## src/sv/agm_pkg.sv

```systemverilog
`timescale 1ns / 1ps
// ----------------------------------------------------------------------------
// agm_pkg: shared types and constants
// Sizes, command codes, controller states and the controller/datapath structs.
// ----------------------------------------------------------------------------
package agm_pkg;

    localparam int MAX_VERTICES   = 16;
    localparam int IDX_W          = $clog2(MAX_VERTICES);
    localparam int CNT_W          = IDX_W + 1;
    localparam int ADDR_W         = 2 * IDX_W;
    localparam int WEIGHT_BITS    = 16;
    localparam int LABEL_W        = 8;
    localparam int ARC_W          = 8;
    localparam int NO_EDGE_WEIGHT = 32767;

    typedef enum logic [2:0] {
        CMD_INS_VERTEX = 3'd0,
        CMD_DEL_VERTEX = 3'd1,
        CMD_INS_ARC    = 3'd2,
        CMD_DEL_ARC    = 3'd3,
        CMD_LOCATE     = 3'd4,
        CMD_READ_ARC   = 3'd5
    } cmd_t;

    typedef enum logic [3:0] {
        ST_IDLE,
        ST_SCAN,
        ST_DECIDE,
        ST_FILL,
        ST_COUNT,
        ST_MOVE,
        ST_DEL_FIN,
        ST_ARC,
        ST_MIRROR,
        ST_DONE
    } state_t;

    typedef enum logic {
        WR_NO_EDGE,
        WR_WEIGHT
    } wr_sel_t;

    typedef enum logic {
        LBL_FROM_INPUT,
        LBL_FROM_TABLE
    } lbl_sel_t;

    // controller -> datapath
    typedef struct packed {
        logic                   capture;
        logic                   scan_en;
        logic [IDX_W-1:0]       lbl_idx;
        logic                   lbl_wr;
        logic [IDX_W-1:0]       lbl_wr_idx;
        lbl_sel_t               lbl_sel;
        logic                   rd_en;
        logic [ADDR_W-1:0]      rd_addr;
        logic                   chk;
        logic                   mv;
        logic [ADDR_W-1:0]      mv_dst;
        logic                   wr_en;
        logic [ADDR_W-1:0]      wr_addr;
        wr_sel_t                wr_sel;
        logic                   arc_eval;
        logic                   vc_inc;
        logic                   vc_dec;
        logic                   finish;
        logic                   err;
    } dp_cmd_t;

    // datapath -> controller
    typedef struct packed {
        logic [2:0]             cmd;
        logic [CNT_W-1:0]       n;
        logic                   fa;
        logic                   fb;
        logic [IDX_W-1:0]       ka;
        logic [IDX_W-1:0]       kb;
        logic                   undirected;
        logic                   w_is_no_edge;
        logic                   out_free;
    } dp_stat_t;

endpackage

```

## src/sv/agm_datapath.sv

```systemverilog
`timescale 1ns / 1ps
// ----------------------------------------------------------------------------
// agm_datapath: label table, adjacency memory, counts and result register
// Executes the micro-commands issued by the controller.
// ----------------------------------------------------------------------------
module agm_datapath
(
    input  logic                      clk,
    input  logic                      rst_n,
    input  agm_pkg::dp_cmd_t          cmd,
    output agm_pkg::dp_stat_t         stat,
    input  logic [34:0]               in_word,
    input  logic                      cfg_we,
    input  logic [1:0]                cfg_kind,
    output logic                      out_valid,
    input  logic                      out_ready,
    output logic [34:0]               out_word
);

    logic [agm_pkg::LABEL_W-1:0]          label_reg [agm_pkg::MAX_VERTICES];
    logic signed [agm_pkg::WEIGHT_BITS-1:0] adj_mem [agm_pkg::MAX_VERTICES*agm_pkg::MAX_VERTICES];
    logic signed [agm_pkg::WEIGHT_BITS-1:0] rdata_reg;

    logic [1:0]                       kind_reg;
    logic [agm_pkg::CNT_W-1:0]        vcount_reg;
    logic [agm_pkg::ARC_W-1:0]        acount_reg, acount_next;
    logic [2:0]                       op_reg;
    logic [agm_pkg::LABEL_W-1:0]      a_reg, b_reg;
    logic signed [15:0]               w_reg;
    logic                             fa_reg, fb_reg;
    logic [agm_pkg::IDX_W-1:0]        ka_reg, kb_reg;
    logic                             chk_d_reg, mv_d_reg;
    logic [agm_pkg::ADDR_W-1:0]       mv_dst_d_reg;
    logic signed [15:0]               val_reg;
    logic                             conn_reg;
    logic                             out_valid_reg;
    logic [34:0]                      out_reg;

    logic signed [agm_pkg::WEIGHT_BITS-1:0] no_edge, arc_val, wr_data;
    logic [agm_pkg::LABEL_W-1:0]      lbl_rd;
    logic                             wr_go;
    logic [agm_pkg::ADDR_W-1:0]       wr_addr;
    logic                             cell_set;
    logic [agm_pkg::IDX_W-1:0]        found;

    assign no_edge  = kind_reg[0] ? agm_pkg::WEIGHT_BITS'(agm_pkg::NO_EDGE_WEIGHT)
                                  : '0;
    assign arc_val  = kind_reg[0] ? w_reg : agm_pkg::WEIGHT_BITS'(1);
    assign lbl_rd   = label_reg[cmd.lbl_idx];
    assign cell_set = (rdata_reg != no_edge);

    assign wr_go   = cmd.wr_en | mv_d_reg;
    assign wr_addr = mv_d_reg ? mv_dst_d_reg : cmd.wr_addr;
    always_comb
    begin
        if (mv_d_reg)
            wr_data = rdata_reg;
        else if (cmd.wr_sel == agm_pkg::WR_WEIGHT)
            wr_data = arc_val;
        else
            wr_data = no_edge;
    end

    // adjacency memory, one write and one registered read port
    always_ff @(posedge clk)
    begin
        if (wr_go)
            adj_mem[wr_addr] <= wr_data;
        if (cmd.rd_en)
            rdata_reg <= adj_mem[cmd.rd_addr];
    end

    // label table
    always_ff @(posedge clk)
    begin
        if (cmd.lbl_wr)
            label_reg[cmd.lbl_wr_idx] <= (cmd.lbl_sel == agm_pkg::LBL_FROM_TABLE) ? lbl_rd
                                                                                 : a_reg;
    end

    // saturating arc count update
    always_comb
    begin
        acount_next = acount_reg;
        if (chk_d_reg && cell_set && acount_reg != '0)
            acount_next = acount_reg - 1'b1;
        if (cmd.arc_eval)
        begin
            if (op_reg == agm_pkg::CMD_INS_ARC && !cell_set && acount_reg != '1)
                acount_next = acount_reg + 1'b1;
            else if (op_reg == agm_pkg::CMD_DEL_ARC && cell_set && acount_reg != '0)
                acount_next = acount_reg - 1'b1;
        end
    end

    assign found = (!cmd.err && op_reg == agm_pkg::CMD_LOCATE) ? ka_reg : '0;

    always_ff @(posedge clk or negedge rst_n)
    begin
        if (!rst_n)
        begin
            kind_reg      <= '0;
            vcount_reg    <= '0;
            acount_reg    <= '0;
            chk_d_reg     <= 1'b0;
            mv_d_reg      <= 1'b0;
            out_valid_reg <= 1'b0;
        end
        else
        begin
            if (cfg_we)
                kind_reg <= cfg_kind;
            acount_reg <= acount_next;
            if (cmd.vc_inc)
                vcount_reg <= vcount_reg + 1'b1;
            else if (cmd.vc_dec)
                vcount_reg <= vcount_reg - 1'b1;
            chk_d_reg <= cmd.chk;
            mv_d_reg  <= cmd.mv;
            if (cmd.finish)
                out_valid_reg <= 1'b1;
            else if (out_ready)
                out_valid_reg <= 1'b0;
        end
    end

    always_ff @(posedge clk)
    begin
        mv_dst_d_reg <= cmd.mv_dst;
        if (cmd.capture)
        begin
            op_reg   <= in_word[2:0];
            a_reg    <= in_word[10:3];
            b_reg    <= in_word[18:11];
            w_reg    <= in_word[34:19];
            fa_reg   <= 1'b0;
            fb_reg   <= 1'b0;
            ka_reg   <= '0;
            kb_reg   <= '0;
            val_reg  <= '0;
            conn_reg <= 1'b0;
        end
        else
        begin
            if (cmd.scan_en && lbl_rd == a_reg && !fa_reg)
            begin
                fa_reg <= 1'b1;
                ka_reg <= cmd.lbl_idx;
            end
            if (cmd.scan_en && lbl_rd == b_reg && !fb_reg)
            begin
                fb_reg <= 1'b1;
                kb_reg <= cmd.lbl_idx;
            end
            if (cmd.arc_eval && op_reg == agm_pkg::CMD_READ_ARC)
            begin
                val_reg  <= rdata_reg;
                conn_reg <= cell_set;
            end
        end
        if (cmd.finish)
            out_reg <= {acount_reg, vcount_reg, conn_reg, val_reg, found, cmd.err};
    end

    assign stat.cmd          = op_reg;
    assign stat.n            = vcount_reg;
    assign stat.fa           = fa_reg;
    assign stat.fb           = fb_reg;
    assign stat.ka           = ka_reg;
    assign stat.kb           = kb_reg;
    assign stat.undirected   = kind_reg[1];
    assign stat.w_is_no_edge = kind_reg[0] && (w_reg == no_edge);
    assign stat.out_free     = !out_valid_reg || out_ready;

    assign out_valid = out_valid_reg;
    assign out_word  = out_reg;

    a_vcount_max: assert property (@(posedge clk) disable iff (!rst_n)
        vcount_reg <= agm_pkg::CNT_W'(agm_pkg::MAX_VERTICES))
        else $error("vertex count above table size");
    a_wr_port: assert property (@(posedge clk) disable iff (!rst_n)
        !(cmd.wr_en && mv_d_reg))
        else $error("write port conflict during compaction");
    a_chk_follows_rd: assert property (@(posedge clk) disable iff (!rst_n)
        cmd.chk |=> $past(cmd.rd_en))
        else $error("arc check without a matrix read");

endmodule

```

## src/sv/agm_ctrl.sv

```systemverilog
`timescale 1ns / 1ps
// ----------------------------------------------------------------------------
// agm_ctrl: command sequencer
// Label scan, then the per-command sweep over matrix cells.
// ----------------------------------------------------------------------------
module agm_ctrl
(
    input  logic                  clk,
    input  logic                  rst_n,
    input  logic                  in_valid,
    output logic                  in_ready,
    input  agm_pkg::dp_stat_t     stat,
    output agm_pkg::dp_cmd_t      cmd
);

    agm_pkg::state_t              state_reg, state_next;
    logic [agm_pkg::CNT_W-1:0]    i_reg, i_next;
    logic [agm_pkg::IDX_W-1:0]    j_reg, j_next;
    logic                         p_reg, p_next;
    logic                         err_reg, err_next;

    logic [agm_pkg::IDX_W-1:0]    ii, nn, ri, rj;
    logic                         last_i, last_j;

    assign ii     = i_reg[agm_pkg::IDX_W-1:0];
    assign nn     = stat.n[agm_pkg::IDX_W-1:0];
    assign last_i = (i_reg == stat.n - 1'b1);
    assign last_j = ({1'b0, j_reg} == stat.n - 1'b1);
    // destination of a kept cell after removing row/column ka
    assign ri     = ii - agm_pkg::IDX_W'(ii > stat.ka);
    assign rj     = j_reg - agm_pkg::IDX_W'(j_reg > stat.ka);

    always_ff @(posedge clk or negedge rst_n)
    begin
        if (!rst_n)
        begin
            state_reg <= agm_pkg::ST_IDLE;
            i_reg     <= '0;
            j_reg     <= '0;
            p_reg     <= 1'b0;
            err_reg   <= 1'b0;
        end
        else
        begin
            state_reg <= state_next;
            i_reg     <= i_next;
            j_reg     <= j_next;
            p_reg     <= p_next;
            err_reg   <= err_next;
        end
    end

    always_comb
    begin
        state_next = state_reg;
        i_next     = i_reg;
        j_next     = j_reg;
        p_next     = p_reg;
        err_next   = err_reg;
        in_ready   = 1'b0;
        cmd        = '0;
        cmd.err    = err_reg;
        cmd.lbl_idx = ii;

        case (state_reg)
            agm_pkg::ST_IDLE:
            begin
                in_ready = 1'b1;
                if (in_valid)
                begin
                    cmd.capture = 1'b1;
                    i_next      = '0;
                    err_next    = 1'b0;
                    state_next  = agm_pkg::ST_SCAN;
                end
            end
            agm_pkg::ST_SCAN:
            begin
                if (i_reg == stat.n)
                    state_next = agm_pkg::ST_DECIDE;
                else
                begin
                    cmd.scan_en = 1'b1;
                    i_next      = i_reg + 1'b1;
                end
            end
            agm_pkg::ST_DECIDE:
            begin
                i_next     = '0;
                j_next     = '0;
                p_next     = 1'b0;
                state_next = agm_pkg::ST_DONE;
                cmd.rd_addr = {stat.ka, stat.kb};
                case (stat.cmd)
                    agm_pkg::CMD_INS_VERTEX:
                    begin
                        if (stat.n < agm_pkg::CNT_W'(agm_pkg::MAX_VERTICES) && !stat.fa)
                        begin
                            cmd.lbl_wr     = 1'b1;
                            cmd.lbl_wr_idx = nn;
                            cmd.lbl_sel    = agm_pkg::LBL_FROM_INPUT;
                            state_next     = agm_pkg::ST_FILL;
                        end
                        else
                            err_next = 1'b1;
                    end
                    agm_pkg::CMD_DEL_VERTEX:
                    begin
                        if (stat.fa)
                            state_next = agm_pkg::ST_COUNT;
                        else
                            err_next = 1'b1;
                    end
                    agm_pkg::CMD_INS_ARC:
                    begin
                        if (stat.fa && stat.fb && stat.ka != stat.kb && !stat.w_is_no_edge)
                        begin
                            cmd.rd_en  = 1'b1;
                            state_next = agm_pkg::ST_ARC;
                        end
                        else
                            err_next = 1'b1;
                    end
                    agm_pkg::CMD_DEL_ARC, agm_pkg::CMD_READ_ARC:
                    begin
                        if (stat.fa && stat.fb)
                        begin
                            cmd.rd_en  = 1'b1;
                            state_next = agm_pkg::ST_ARC;
                        end
                        else
                            err_next = 1'b1;
                    end
                    agm_pkg::CMD_LOCATE:
                    begin
                        if (!stat.fa)
                            err_next = 1'b1;
                    end
                    default:
                        err_next = 1'b1;
                endcase
            end
            agm_pkg::ST_FILL:
            begin
                // new row and column get the no-edge value, i = 0..n
                cmd.wr_en   = 1'b1;
                cmd.wr_sel  = agm_pkg::WR_NO_EDGE;
                cmd.wr_addr = p_reg ? {nn, ii} : {ii, nn};
                if (p_reg)
                begin
                    p_next = 1'b0;
                    if (i_reg == stat.n)
                    begin
                        cmd.vc_inc = 1'b1;
                        state_next = agm_pkg::ST_DONE;
                    end
                    else
                        i_next = i_reg + 1'b1;
                end
                else
                    p_next = 1'b1;
            end
            agm_pkg::ST_COUNT:
            begin
                // row ka, and column ka for directed kinds
                cmd.rd_en   = 1'b1;
                cmd.chk     = 1'b1;
                cmd.rd_addr = p_reg ? {ii, stat.ka} : {stat.ka, ii};
                if (!stat.undirected && !p_reg)
                    p_next = 1'b1;
                else
                begin
                    p_next = 1'b0;
                    if (last_i)
                    begin
                        i_next     = '0;
                        state_next = agm_pkg::ST_MOVE;
                    end
                    else
                        i_next = i_reg + 1'b1;
                end
            end
            agm_pkg::ST_MOVE:
            begin
                // row-major copy; destination never passes the read pointer
                cmd.rd_en      = 1'b1;
                cmd.rd_addr    = {ii, j_reg};
                cmd.mv         = (ii != stat.ka) && (j_reg != stat.ka);
                cmd.mv_dst     = {ri, rj};
                cmd.lbl_wr     = (j_reg == '0) && (ii != stat.ka);
                cmd.lbl_wr_idx = ri;
                cmd.lbl_sel    = agm_pkg::LBL_FROM_TABLE;
                if (last_j)
                begin
                    j_next = '0;
                    if (last_i)
                        state_next = agm_pkg::ST_DEL_FIN;
                    else
                        i_next = i_reg + 1'b1;
                end
                else
                    j_next = j_reg + 1'b1;
            end
            agm_pkg::ST_DEL_FIN:
            begin
                cmd.vc_dec = 1'b1;
                state_next = agm_pkg::ST_DONE;
            end
            agm_pkg::ST_ARC:
            begin
                cmd.arc_eval = 1'b1;
                cmd.wr_addr  = {stat.ka, stat.kb};
                cmd.wr_sel   = (stat.cmd == agm_pkg::CMD_INS_ARC) ? agm_pkg::WR_WEIGHT
                                                                  : agm_pkg::WR_NO_EDGE;
                if (stat.cmd == agm_pkg::CMD_READ_ARC)
                    state_next = agm_pkg::ST_DONE;
                else
                begin
                    cmd.wr_en  = 1'b1;
                    state_next = stat.undirected ? agm_pkg::ST_MIRROR : agm_pkg::ST_DONE;
                end
            end
            agm_pkg::ST_MIRROR:
            begin
                cmd.wr_en   = 1'b1;
                cmd.wr_addr = {stat.kb, stat.ka};
                cmd.wr_sel  = (stat.cmd == agm_pkg::CMD_INS_ARC) ? agm_pkg::WR_WEIGHT
                                                                 : agm_pkg::WR_NO_EDGE;
                state_next  = agm_pkg::ST_DONE;
            end
            agm_pkg::ST_DONE:
            begin
                if (stat.out_free)
                begin
                    cmd.finish = 1'b1;
                    state_next = agm_pkg::ST_IDLE;
                end
            end
            default:
                state_next = agm_pkg::ST_IDLE;
        endcase
    end

    a_idle_ready: assert property (@(posedge clk) disable iff (!rst_n)
        in_ready |-> (state_reg == agm_pkg::ST_IDLE))
        else $error("ready outside idle");
    a_finish_once: assert property (@(posedge clk) disable iff (!rst_n)
        cmd.finish |=> !cmd.finish)
        else $error("two results for one word");
    a_move_bound: assert property (@(posedge clk) disable iff (!rst_n)
        (state_reg == agm_pkg::ST_MOVE) |-> (i_reg < stat.n))
        else $error("compaction past last row");

endmodule

```

## src/sv/adjacency_matrix_graph_store.sv

```systemverilog
`timescale 1ns / 1ps
// ----------------------------------------------------------------------------
// adjacency_matrix_graph_store: graph store with label table and matrix
// Top level: stream ports, configuration write channel, controller+datapath.
// ----------------------------------------------------------------------------
// Sequence per word: label scan, decide, command body, result load.
// One word at a time: the next word is taken only after the result for the last
//   one loads, and output stalls hold back that result load.
// Reset: counts and graph kind clear, label table and matrix are not cleared.
module adjacency_matrix_graph_store
(
    input  logic         clk,
    input  logic         rst_n,
    input  logic         s_axis_tvalid,
    output logic         s_axis_tready,
    // cmd[2:0], vertex_a[10:3], vertex_b[18:11], weight[34:19], zero pad
    input  logic [39:0]  s_axis_tdata,
    output logic         m_axis_tvalid,
    input  logic         m_axis_tready,
    // status[0], found_index[4:1], arc_value[20:5], connected[21],
    // vertex_total[26:22], arc_total[34:27], zero pad
    output logic [39:0]  m_axis_tdata,
    input  logic         cfg_valid,
    output logic         cfg_ready,
    input  logic [1:0]   cfg_data
);

    agm_pkg::dp_cmd_t    cmd;
    agm_pkg::dp_stat_t   stat;
    logic [34:0]         out_word;

    // the user writes the graph kind only while idle; the block does not enforce it and always takes it
    assign cfg_ready = 1'b1;

    agm_ctrl u_ctrl
    (
        .clk      (clk),
        .rst_n    (rst_n),
        .in_valid (s_axis_tvalid),
        .in_ready (s_axis_tready),
        .stat     (stat),
        .cmd      (cmd)
    );

    agm_datapath u_dp
    (
        .clk       (clk),
        .rst_n     (rst_n),
        .cmd       (cmd),
        .stat      (stat),
        .in_word   (s_axis_tdata[34:0]),
        .cfg_we    (cfg_valid),
        .cfg_kind  (cfg_data),
        .out_valid (m_axis_tvalid),
        .out_ready (m_axis_tready),
        .out_word  (out_word)
    );

    assign m_axis_tdata = {5'b0, out_word};

endmodule

```

## config.mk

```make
export PLATFORM = sky130hd
export DESIGN_NAME = adjacency_matrix_graph_store
export DESIGN_NICKNAME = d
export VERILOG_FILES = /design/src/sv/agm_pkg.sv /design/src/sv/agm_datapath.sv /design/src/sv/agm_ctrl.sv /design/src/sv/adjacency_matrix_graph_store.sv
export SDC_FILE = /design/constraint.sdc
export NUM_CORES = 2
export LEC_CHECK = 0
export ABC_AREA = 0
export BUFFER_PORTS_ARGS = -buffer_cell sky130_fd_sc_hd__buf_2
export CORE_MARGIN = 5
export CORE_UTILIZATION = 40
export CTS_CLUSTER_DIAMETER = 120
export DETAILED_ROUTE_END_ITERATION = 8
export PLACE_DENSITY_LB_ADDON = 0.05
export RECOVER_POWER = 25
export SLEW_MARGIN = 10
export SYNTH_ARGS = -nofsm -noshare
export SYNTH_HDL_FRONTEND = slang
export SYNTH_MEMORY_MAX_BITS = 65536
export SYNTH_SLANG_ARGS = --single-unit
```

## constraint.sdc

```tcl
create_clock -name clk -period 31.9 [get_ports clk]
set_input_delay 3.19 -clock clk [delete_from_list [all_inputs] [get_ports clk]]
set_output_delay 3.19 -clock clk [all_outputs]
set_load 0.01 [all_outputs]
```

==> key figures <==
STA
  – Final Hold Fails: 0
  – Hold_ws: 0.431 ns
  – Final setup viols: 0
  – RSZ-0062 raised after global routing: no
  – Worst-margin pin slew: roughly 9.8 ns
  – Relative slew slack: -552%
  – Clock Skew: 0.0527 ns
  – Fmax: about 0.074 GHz
  – Tcrit/Tclk final: 42.4%
  – TNS Setup: 0 ns
  – Final Max Tran Viols: 1967
  – Tmin final: between 10 and 15 ns

Power and ir drop
  – Power Density: 65.4 mW/mm2
  – Switching Share: 23.7%
  – Leak: between 60 and 70 nW
  – Tot Pwr: 12.9 mW
  – Clock power share: 41.8%
  – Peak supply drop: 0.0459 mV
  – Flop pwr share: 50.7%
  – Sw Pwr: 3.07 mW
  – Gate power share: about 7.4%
  – Int Pwr: ~9.9 mW

Critical path
  – CP max-delay cell: clkbuf_1
  – CP Launch Type: flip-flop
  – Endpoint class of the critical path: flip-flop
  – Critical Path Most Common Cell: clkbuf_1
  – Cell Chain, Critical Path: clkbuf_1, nand3_1, a21oi_1, clkbuf_1, a21oi_1, o21ai_0, clkbuf_1
  – Worst EP arrival: between 10 and 15 ns
  – CP Class: flip-flop to flip-flop
  – CP required: 31.35 ns
  – Worst path bufs/invs: 3
  – Worst-path fanout max: 174
  – Crit-path leading delay family: buffers and inverters
  – Slowest stage delay, CP: 6.17 ns

Clocking
  – CTS H-Tree Depth: 5
  – Clock sinks: between 4k and 5k
  – Num CTS Buffers: roughly 480
  – Root Buffer: clkbuf_16
  – Post_cts resized: 0
  – CTS tree: built
  – Worst-Skew Late Latency: 1.03 ns
  – Longest Clk Path Bufs: 4
  – Cts hold-fix bufs: 0
  – Clock slew at reported path FFs: 0.06 ns
  – # Post-CTS Setup Buffers: 0

Synth
  – Ys flop type: edfxtp_1
  – Count leader, synth: edfxtp_1
  – Synthesized area per cell: 15.5 um2
  – Number of synthesized register bits: roughly 4.4k
  – Mux contribution to synthesized area: 5.79%
  – Synth Area in Adders: 0.253%
  – Mapped Cells: 11.2k
  – Top cell type's share of synthesized area: 74.7%
  – Top area cells in the synthesized netlist: edfxtp_1 (75%), nand2_1 (4.6%), mux4_2 (4.1%)
  – Synthesized area: between 0.15 and 0.2 mm2
  – Simple-gate share of the synthesized area: roughly a tenth
  – Number of distinct library cells after synthesis: 99
  – Yosys warnings: 0
  – Commonest cells post-synth: edfxtp_1 (4310), nand2_1 (2122), nand3_1 (713), nor2_1 (395), clkbuf_1 (344)
  – Xor/xnor share of the synthesized area: 0.258%
  – Post-synthesis sequential area ratio: 75.6%
  – Yosys top cell by area: edfxtp_1
  – Synth Area in Compound Gates: 5.98%
  – EDFF count, synth: 4310
  – Async SR Flop Fraction: less than 1%
  – Largest family of logic cells by synthesized area: simple AND/OR/NAND/NOR gates

Die
  – Core footprint: 0.431 mm2
  – Row count: 241
  – # IOs: 90
  – Die height: 668 um
  – Initial Util: about two fifths
  – Die Wd: around 670 um
  – Die area: 0.446 mm2

Drt
  – Remaining DRCs: 0
  – Final WL: ~650000 um
  – First DRT Iteration DRCs: 14.4k
  – Antenna-violating nets left: 0
  – Vias: 107k
  – Vias per cell: a little over 6
  – Initial DRT Pass Iterations: 8
  – WL per Instance: 37.0 um

Placed design
  – RePlAce Congestion: 0.880
  – Dpl cells: 16.7k
  – I/O Buffers: 78
  – Placed inst area: roughly 0.18 mm2
  – Post-DP HPWL: 394000 um

Finish
  – Layout cell share with drive strength beyond 1: 15.8%
  – Synthesis-to-finish area growth: 14.0%
  – Final instance area: approximately 0.2 mm2
  – NumNets Final: roughly 12k
  – Max reg flops: ~4.1k
  – Layout Cells excl Fill: 17.6k

GRT
  – Global-route wire length before repair: 880000 um
  – Gr usage total: 28.5%
  – Vias in the first global route: 102k
  – Initial antenna violation count: between 60 and 70
  – Grt ovf: 0
  – Pin count of the biggest net entering global routing: 209

Flow run
  – MaxCap Viol Count: between 40 and 50

Run status
  – Failing checks: max-capacitance violations, max-slew violations
  – Status: complete, but fails checks

Worst hold path
  – Worst Hold Class: flip-flop to flip-flop
==> final cells by class <==
class	instances	area, um2
multi-input cells	5994	39800
clock buffers	580	12600
fillers	37846	234000
repair buffers	613	4460
diodes	22	55.1
clock inverters	283	2550
inverters	31	116
well taps	5710	7140
flip-flops and latches	4378	131000
==> routing by layer <==
layer,global-route usage (%),part of all wire [%]
met1,40.1,41
met2,44.0,45
met5,0,0.010
met3,5.61,9.0
met4,10.9,4.5
==> layout by cell type, fill, tap and decap left out, drive strengths merged, types with 27 or more instances in the layout <==
cell type and count:
mux2i 250, a311oi 64, a211oi 208, o21ai 167, mux4 324, nor3 37
buf 548, o22ai 27, edfxtp 4310, a22oi 82, bufinv 42, ha 35
a21oi 151, a32oi 190, a31oi 293, dfxtp 35, clkbuf 645, inv 44
a2111oi 30, nand3 713, xnor2 30, nor2 397, clkinv 217, nor4 38
nand2 2123, a22o 48, dfrtp 33, nand4 195, and3 226
==> power by group through the flow <==
stage / combinational [mW] / clock [mW] / sequential (mW)
after floorplan: 0.468 / 0 / 6.78
after global placement: 0.944 / 0 / 6.65
after detailed placement: 0.962 / 0 / 6.65
after CTS: 0.965 / 5.49 / 6.53
after global routing: 1.01 / 5.74 / 6.56
final: 0.961 / 5.41 / 6.56
==> metrics by stage <==
stage	setup slack [ns]	utilization, %
3_3_place_gp	23.66	42.4
3_5_place_dp	23.60	42.4
2_1_floorplan	17.89	-
6_report	18.38	45.8
4_1_cts	23.54	45.9
5_1_grt	17.71	45.8
==> final timing paths <==
check / start / endpoint / slack [ns] / depth (start not counted)
worst max-delay path: u_ctrl.state_reg[0]$_DFFE_PN0P_ / u_dp.adj_mem[8][6]$_DFFE_PP_ / 18.38 / 7
worst min-delay path: u_dp.val_reg[5]$_SDFFE_PP0P_ / u_dp.out_word[10]$_DFFE_PP_ / 0.43 / 0
worst max register to register: u_ctrl.state_reg[0]$_DFFE_PN0P_ / u_dp.adj_mem[8][6]$_DFFE_PP_ / 18.38 / 7
worst min register to register: u_dp.val_reg[5]$_SDFFE_PP0P_ / u_dp.out_word[10]$_DFFE_PP_ / 0.43 / 0
max in group asynchronous: rst_n / u_dp.mv_d_reg$_DFF_PN0_ / 27.76 / 1
min in group asynchronous: rst_n / u_ctrl.i_reg[2]$_DFFE_PN0P_ / 2.79 / 1
==> worst reg2reg max path: stages, from the launching register on <==
cell and delay [ns]:
dfrtp_1 0.32, clkbuf_1 0.90, nand3_1 0.76, a21oi_1 0.41, clkbuf_1 0.55, a21oi_1 0.15, o21ai_0 2.16, clkbuf_1 6.17
==> cell families after synthesis <==
family	count (synthesis)
flops	4378
simple gates	3861
compound gates	1449
buf+inv	784
mux	592
xor+xnor	51
fa+ha+maj	35
other cells	2
(Power assumes the default switching activity.)
